<file path="src/hdl/bbc_pkg.sv">
// shared types, character codes and bracket decoders for the bracket checker
package bbc_pkg;

	typedef enum logic [1:0] {
		KIND_ROUND  = 2'd0,
		KIND_SQUARE = 2'd1,
		KIND_CURLY  = 2'd2,
		KIND_NONE   = 2'd3
	} kind_t;

	typedef struct packed {
		logic push;
		logic pop;
	} stack_ctl_t;

	localparam logic [7:0] CHAR_NUL         = 8'h00;
	localparam logic [7:0] CHAR_OPEN_ROUND  = 8'h28;
	localparam logic [7:0] CHAR_CLOSE_ROUND = 8'h29;
	localparam logic [7:0] CHAR_OPEN_SQUARE = 8'h5B;
	localparam logic [7:0] CHAR_CLOSE_SQUARE = 8'h5D;
	localparam logic [7:0] CHAR_OPEN_CURLY  = 8'h7B;
	localparam logic [7:0] CHAR_CLOSE_CURLY = 8'h7D;

	function automatic kind_t open_kind(input logic [7:0] c);
		kind_t k;
		case (c)
			CHAR_OPEN_ROUND:  k = KIND_ROUND;
			CHAR_OPEN_SQUARE: k = KIND_SQUARE;
			CHAR_OPEN_CURLY:  k = KIND_CURLY;
			default:          k = KIND_NONE;
		endcase
		return k;
	endfunction

	function automatic kind_t close_kind(input logic [7:0] c);
		kind_t k;
		case (c)
			CHAR_CLOSE_ROUND:  k = KIND_ROUND;
			CHAR_CLOSE_SQUARE: k = KIND_SQUARE;
			CHAR_CLOSE_CURLY:  k = KIND_CURLY;
			default:           k = KIND_NONE;
		endcase
		return k;
	endfunction

endpackage

</file>
<file path="src/hdl/bbc_cell.sv">
// one stack entry cell: shifts down on push, up on pop
module bbc_cell
	import bbc_pkg::*;
(
	input  logic       clk,
	input  stack_ctl_t ctl,
	input  kind_t      upper_kind,
	input  kind_t      lower_kind,
	output kind_t      kind
);

	kind_t kind_q;

	always_ff @(posedge clk) begin
		if (ctl.push) begin
			kind_q <= upper_kind;
		end else if (ctl.pop) begin
			kind_q <= lower_kind;
		end
	end

	assign kind = kind_q;

endmodule

</file>
<file path="src/hdl/bbc_cell_row.sv">
// row of stack cells, top of stack in cell 0
module bbc_cell_row
	import bbc_pkg::*;
#(
	parameter int STACK_DEPTH = 64
) (
	input  logic       clk,
	input  stack_ctl_t ctl,
	input  kind_t      push_kind,
	output kind_t      top_kind
);

	kind_t kinds [STACK_DEPTH];

	for (genvar i = 0; i < STACK_DEPTH; i++) begin : g_cell
		kind_t upper;
		kind_t lower;
		if (i == 0) begin : g_first
			assign upper = push_kind;
		end else begin : g_mid_up
			assign upper = kinds[i-1];
		end
		if (i == STACK_DEPTH - 1) begin : g_last
			assign lower = kinds[i];
		end else begin : g_mid_dn
			assign lower = kinds[i+1];
		end
		bbc_cell u_cell (
			.clk        (clk),
			.ctl        (ctl),
			.upper_kind (upper),
			.lower_kind (lower),
			.kind       (kinds[i])
		);
	end

	assign top_kind = kinds[0];

endmodule

</file>
<file path="src/hdl/bracket_balance_checker_unit.sv">
// top level of the bracket balance checker
//
// input channel: in_valid / in_ready with char_code, one byte per transaction.
// a byte of 0 ends the string; bracket bytes update the bracket stack until a failure, other bytes are ignored.
// output channel: out_valid / out_ready with matched and overflowed, one
// transaction per terminator, none for other bytes.
// throughput: one byte per cycle while in_ready is high. each push or pop shifts the whole cell row
// in the cycle the byte is taken, so the next byte sees the new top at once.
// the result appears on the output in the cycle after the terminator
// is taken, from the output register.
// a held result stalls input only while out_ready is low; then in_ready drops.
// reset clears the depth count, the failure and overflow flags and the output
// valid; stack cell contents are not cleared and are never read before push.
module bracket_balance_checker_unit
	import bbc_pkg::*;
#(
	parameter int STACK_DEPTH = 64
) (
	input  logic       clk,
	input  logic       arst_n,
	input  logic       in_valid,
	output logic       in_ready,
	input  logic [7:0] char_code,
	output logic       out_valid,
	input  logic       out_ready,
	output logic       matched,
	output logic       overflowed
);

	localparam int CW = $clog2(STACK_DEPTH + 1);

	logic [CW-1:0] count_q;
	logic          failed_q;
	logic          overflow_q;
	logic          out_valid_q;
	logic          matched_q;
	logic          overflowed_q;

	logic       accept;
	logic       is_term;
	logic       live;
	kind_t      okind;
	kind_t      ckind;
	kind_t      top_kind;
	logic       is_open;
	logic       is_close;
	logic       full;
	logic       empty;
	stack_ctl_t ctl;

	assign in_ready = !out_valid_q || out_ready;
	assign accept   = in_valid && in_ready;
	assign is_term  = (char_code == CHAR_NUL);
	assign live     = accept && !is_term && !failed_q;
	assign okind    = open_kind(char_code);
	assign ckind    = close_kind(char_code);
	assign is_open  = live && (okind != KIND_NONE);
	assign is_close = live && (ckind != KIND_NONE);
	assign full     = (count_q == CW'(STACK_DEPTH));
	assign empty    = (count_q == '0);
	assign ctl.push = is_open && !full;
	assign ctl.pop  = is_close && !empty;

	bbc_cell_row #(
		.STACK_DEPTH (STACK_DEPTH)
	) u_row (
		.clk       (clk),
		.ctl       (ctl),
		.push_kind (okind),
		.top_kind  (top_kind)
	);

	always_ff @(posedge clk or negedge arst_n) begin
		if (!arst_n) begin
			count_q     <= '0;
			failed_q    <= 1'b0;
			overflow_q  <= 1'b0;
			out_valid_q <= 1'b0;
		end else begin
			if (accept && is_term) begin
				out_valid_q <= 1'b1;
				count_q     <= '0;
				failed_q    <= 1'b0;
				overflow_q  <= 1'b0;
			end else begin
				if (out_ready) begin
					out_valid_q <= 1'b0;
				end
				if (ctl.push) begin
					count_q <= count_q + CW'(1);
				end
				if (ctl.pop) begin
					count_q <= count_q - CW'(1);
				end
				if (is_open && full) begin
					failed_q   <= 1'b1;
					overflow_q <= 1'b1;
				end
				if (is_close && (empty || (top_kind != ckind))) begin
					failed_q <= 1'b1;
				end
			end
		end
	end

	always_ff @(posedge clk) begin
		if (accept && is_term) begin
			matched_q    <= empty && !failed_q;
			overflowed_q <= overflow_q;
		end
	end

	assign out_valid  = out_valid_q;
	assign matched    = matched_q;
	assign overflowed = overflowed_q;

endmodule

</file>
<file path="config.mk">
export PLATFORM = sky130hd
export DESIGN_NAME = bracket_balance_checker_unit
export DESIGN_NICKNAME = d
export VERILOG_FILES = /design/src/hdl/bbc_pkg.sv /design/src/hdl/bbc_cell.sv /design/src/hdl/bbc_cell_row.sv /design/src/hdl/bracket_balance_checker_unit.sv
export SDC_FILE = /design/constraint.sdc
export NUM_CORES = 1
export LEC_CHECK = 0
export BUFFER_PORTS_ARGS = -buffer_cell sky130_fd_sc_hd__buf_2
export CAP_MARGIN = 20
export CORE_MARGIN = 4
export CORE_UTILIZATION = 40
export CTS_CLUSTER_DIAMETER = 100
export DETAILED_ROUTE_END_ITERATION = 7
export RECOVER_POWER = 25
export SETUP_SLACK_MARGIN = 0.05
export SYNTH_ARGS = -nofsm -noshare
export SYNTH_HDL_FRONTEND = slang
export SYNTH_SLANG_ARGS = --single-unit
</file>
<file path="constraint.sdc">
create_clock -name clk -period 5.7 [get_ports clk]
set_clock_uncertainty 0.1 [all_clocks]
set_input_delay 0.285 -clock clk [delete_from_list [all_inputs] [get_ports clk]]
set_output_delay 0.285 -clock clk [all_outputs]
set_load 0.005 [all_outputs]
</file>
# After elaboration in Yosys (flattened, before gate mapping)
# Index checks and enable logic that the tools add are counted.
[totals]
register_bits = 140
out_inout_bits = 4
in_bits = 12
wordCells = 244
[op_classes]
n_addsub = 2
mux = 137
n_reduce_logical = 25
n_eq_ne = 10
[op_table]
columns = ["op", "n"]
rows = [
  ["two-way mux 2 bit", 126],
  ["equality test 8 x 7 -> 1 bit, second input constant", 4],
  ["two-way mux 7 bit", 3],
  ["equality test 8 x 6 -> 1 bit, second input constant", 2],
  ["case mux 2 bit (3 select lines)", 2],
  ["logical AND 1 bit", 11],
  ["zero test 8 bit", 1],
  ["adder 7 x 1 -> 7 bit, second input constant", 1],
  ["equality test 7 bit, second input constant", 1],
  ["zero test 7 bit", 1],
  ["subtractor 7 x 1 -> 7 bit, second input constant", 1],
  ["two-way mux 1 bit", 6],
  ["nonzero test 2 bit", 3],
  ["nonzero test 3 bit", 2],
  ["zero test 1 bit", 5],
  ["inequality test 2 bit, second input constant", 2],
  ["logical OR 1 bit", 2],
  ["inequality test 2 bit", 1],
]

# Logic depth before layout (Yosys ltp)
[depth]
word_depth = 10
depth_mapped = 10
mapped_depth_nobuf = 10

# Cells and area by module
# A second synthesis with hierarchy kept.
[unflattened]
cells_unflattened = 424
hier_area_um2 = 6641.4
[modules_own_cells]
columns = ["module", "area_each_um2", "cells_per_inst", "instances"]
rows = [
  ["bbc_cell", 88.8, 5, 64],
  ["bracket_balance_checker_unit", 955.9, 104, 1],
]

# Worst setup path after synthesis
# Ideal clock, no wire load.
[synth_timing]
kind = "input -> register"
startpoint = "in char_code[1]"
endpoint = "reg count_q[0]"
arrival_ps = 5259
cell_stages = 5
path_buffers = 0
setup_ps = 320
setup_slack_ps = 21
t_required_ps = 5280
path_cell_list = "or4b_2 o22ai_2 inv_1 a21oi_2 mux2i_1"
[synth_via]
elab_chain_len = 8
elab_cells_between_ends = 22
classes_between = "8 x eq/ne; 4 x mux; 10 x reduce/logical"
[synth_rtl]
columns = ["element", "line_no", "text"]
rows = [
  ["start: declaration", "bracket_balance_checker_unit.sv:23", "input logic [7:0] char_code,"],
  ["branches (longest 8 deep; another with equality test 8 x 7 -> 1 bit)", "n/a", ""],
  ["end signal: assignment", "bracket_balance_checker_unit.sv:90", "count_q <= count_q + CW'(1);"],
  ["end signal: assignment", "bracket_balance_checker_unit.sv:93", "count_q <= count_q - CW'(1);"],
  ["end: declaration", "bracket_balance_checker_unit.sv:32", "logic [CW-1:0] count_q;"],
]
# Parallel ways; which one is timed is not known.
# A chain may end at the register's enable or synchronous reset.

# Worst setup path in the final report
[layout_timing]
startpoint = "reg out_valid_q, in the netlist out_valid"
endpoint = "reg u_row.g_cell[39].u_cell.kind_q[0], data pin"
[layout_via]
elab_chain_len = 8
[layout_rtl]
columns = ["element", "line_no", "text"]
rows = [
  ["start: declaration", "bracket_balance_checker_unit.sv:35", "logic out_valid_q;"],
  ["start signal: assignment", "bracket_balance_checker_unit.sv:78", "out_valid_q <= 1'b0;"],
  ["start signal: assignment", "bracket_balance_checker_unit.sv:81", "out_valid_q <= 1'b1;"],
  ["start signal: assignment", "bracket_balance_checker_unit.sv:87", "out_valid_q <= 1'b0;"],
  ["zero test 1 bit", "bracket_balance_checker_unit.sv:51", "assign in_ready = !out_valid_q || out_ready;"],
  ["logical OR 1 bit", "bracket_balance_checker_unit.sv:51", ""],
  ["logical AND 1 bit", "bracket_balance_checker_unit.sv:52", "assign accept = in_valid && in_ready;"],
  ["logical AND 1 bit (2 in series)", "bracket_balance_checker_unit.sv:54", "assign live = accept && !is_term && !failed_q;"],
  ["logical AND 1 bit", "bracket_balance_checker_unit.sv:57", "assign is_open = live && (okind != KIND_NONE);"],
  ["logical AND 1 bit", "bracket_balance_checker_unit.sv:61", "assign ctl.push = is_open && !full;"],
  ["two-way mux 2 bit", "bbc_cell.sv:15", "if (ctl.push) begin"],
  ["end signal: assignment", "bbc_cell.sv:16", "kind_q <= upper_kind;"],
  ["end signal: assignment", "bbc_cell.sv:18", "kind_q <= lower_kind;"],
  ["end: declaration", "bbc_cell.sv:12", "kind_t kind_q;"],
]
# No other way between the ends.

==> run_results.csv <==
group,metric,value,unit
clock_tree,clock-sinks,140,
timing,tns,0,ps
worst_setup_path,worstPathMaxFanout,51,
timing,rsz0062_at_grt,"false",
timing,slew_violations,0,
grt,grt_first_pass_wirelength,16000,microns
grt,antenna_found_initial,0,
route,drc,0,
hold_path,worstHoldPathType,"in2reg",
place,dp_cells,589,
place,place.gp.congestion,0.824,
route,drtIter0Drc,153,
timing,finalSetupViolations,0,
grt,track_usage,11.2,%
worst_setup_path,worstPathCellList,"nor2b_1, nor3b_1, nand3_1, buf_16, buf_4, mux2_1",
die,core_area,15300,sq um
place,dp_hpwl,5420,microns
yosys,synth_top_flop_cell,"edfxtp_1",
route,firstDrtPassIters,4,
die,die_w,134,microns
die,start_util,41.1,%
route,vias,3112,
yosys,synth_most_common_cell,"edfxtp_1",
yosys,synth_cell_types,49,
timing,worstMarginPinSlew,1370,ps
worst_setup_path,startpoint_type,"flip-flop",
yosys,async_flop_share,7.14,%
yosys,yosysTopAreaCellShare,62.0,%
final_layout,drive_gt1_share,12.6,%
die,die_area,17800,sq um
final_layout,multi_input_area,2050,sq um
yosys,netlist_area,6300,sq um
timing,fin_crit_sh,68.2,%
worst_setup_path,cpMaxStageDelayCell,"nand3_1",
yosys,syn_area_per_cell,16.8,sq um
run_status,status,"completed",
clock_tree,cts_root_buf,"clkbuf_16",
final_layout,area_growth_syn_to_layout,14.2,%
yosys,synth.net_count,393,
clock_tree,post_cts_buffers,0,
die,die_h,134,microns
worst_setup_path,cp_data_arrival_time,3950,ps
grt,gr-total-overflow,0,
timing,fmax,257,MHz
yosys,yosysTopAreaCell,"edfxtp_1",
clock_tree,cts_buffer_depth,2,
place,port_buffers,15,
clock_tree,cts_tree,"built",
pwr,leakage,2.45,nW
grt,grt_max_degree,127,
route,drtAntennaViolNets,0,
final_layout,final_cells,623,
yosys,ys_seq_area_share,65.9,%
clock_tree,clkLatencyLatePin,420,ps
pwr,irDropWorstVdd,0.203,mV
worst_setup_path,criticalPathCategory,"reg2reg",
yosys,syn_inst,375,
die,row_count,45,
run,max_cap_viol_count,0,
final_layout,layout.nets,417,
final_layout,num_antenna_cells,0,
final_layout,post-route-util,47.0,%
timing,final_hold_viol_count,0,
clock_tree,cts_buffers,17,
timing,period_minus_slack,3890,ps
route,wire_per_inst,14.4,microns
route,routed_wl,9000,microns
worst_setup_path,worst_setup_path_end_kind,"flip-flop",
final_layout,nFillCells,1347,
pwr,powerDensity,307,nW/um^2
worst_setup_path,slowest_delay,1140,ps
route,via_per_inst,5.00,
yosys,synth_area_leaders,"edfxtp_1 (62%), mux2_1 (22%), dfrtp_1 (4.0%)",
yosys,yosysWarnings,0,
worst_setup_path,worstPathRequired,5760,ps
yosys,synth-edff-count,130,
die,io_pins,16,
yosys,synth.ff_latch_count,140,
final_layout,regArea,4150,sq um
clock_tree,cts.reportedPaths.clkPinSlew,60,ps
grt,grt_pass1_vias,3340,
pwr,report.power.total,2.21,mW
clock_tree,cts-htree-levels,4,
yosys,synth_common_cells,"edfxtp_1 (130), mux2_1 (125), nand2_1 (13)",
timing,maxSlewHeadroom,8.28,%
==> where the power goes <==
group | internal (mW) | switching (mW) | total, mW
combinational | 0.0182 | 0.0252 | 0.0434
sequential | 1.12 | 0.00600 | 1.12
clock | 0.635 | 0.407 | 1.04
==> per-stage QoR <==
stage	setup slack (ps)	instance area [sq um]	hold slack, ps
after floorplan	1570	6310	-111
after global placement	2260	6620	69.0
after detailed placement	2180	6620	73.6
after CTS	2460	7190	68.5
after global routing	1480	7190	97.4
final	1810	7190	67.9
==> layout by cell type, fill, tap and decap left out, types with 6 or more instances in the layout <==
master,instances
nand2_1,13
clkbuf_16,17
buf_2,13
dfrtp_1,10
inv_1,6
mux2_1,125
edfxtp_1,130
mux2i_1,7
nand3_1,6
==> critical path: cells and delay by family (launching register included) <==
family / cells / cell delay, ps
AND/OR/NAND/NOR: 3 / 1910
flip-flops: 1 / 370
multiplexers: 1 / 350
buffers and inverters: 2 / 860
==> kinds of logic (layout without fill, tap and decap cells) <==
family	Yosys count	in the layout	share of synthesized area [%]
and+or+nand+nor	44	44	3.97
AOI/OAI and AO/OA	27	27	3.06
muxes	133	133	23.7
adders and majority gates	6	6	1.31
xor gates and xnor gates	4	4	0.556
buffers and inverters	21	58	1.49
DFF	140	140	65.9
==> layout make-up <==
type | count | area share (%)
Inverter | 6 | 0.313
Tap cell | 211 | 3.67
Timing Repair Buffer | 20 | 2.02
Sequential cell | 140 | 57.7
Multi-Input combinational cell | 214 | 28.5
Clock inverter | 14 | 1.77
Clock buffer | 18 | 5.97
==> final timing paths <==
kind	startpoint	end	slack, ps	cells after the start
setup / recovery	out_valid	u_row.g_cell[39].u_cell.kind[0]	1810	6
hold / removal	out_ready	out_valid	70	4
setup reg to reg	out_valid	u_row.g_cell[39].u_cell.kind[0]	1810	6
hold reg to reg	u_row.g_cell[62].u_cell.kind[0]	u_row.g_cell[63].u_cell.kind[0]	340	0
max in group asynchronous	arst_n	failed_q	4770	2
min in group asynchronous	arst_n	count_q[4]	310	2
==> repair_timing <==
action | 4_1_cts | 5_1_grt
resized for setup | 0 | 0
endpoints found under the setup margin | 0 | 0
hold buffers | 1 | 0
endpoints found under the hold margin | 10 | 0
==> flip-flops by register name (all words and copies together) (netlist names) <==
name,cells
u_row.g_cell.u_cell.kind,128
overflowed,1
out_valid,1
matched,1
failed_q,1
overflow_q,1
count_q,7
==> layer usage <==
metal	global-route usage [%]	routed length, microns	vias up
li1	-	-	1517
met1	14.1	4180	1540
met2	17.5	4410	49
met3	4.08	329	6
met4	4.97	82	0
met5	0	0	-
No activity file was read; power rests on OpenSTA's default activity.
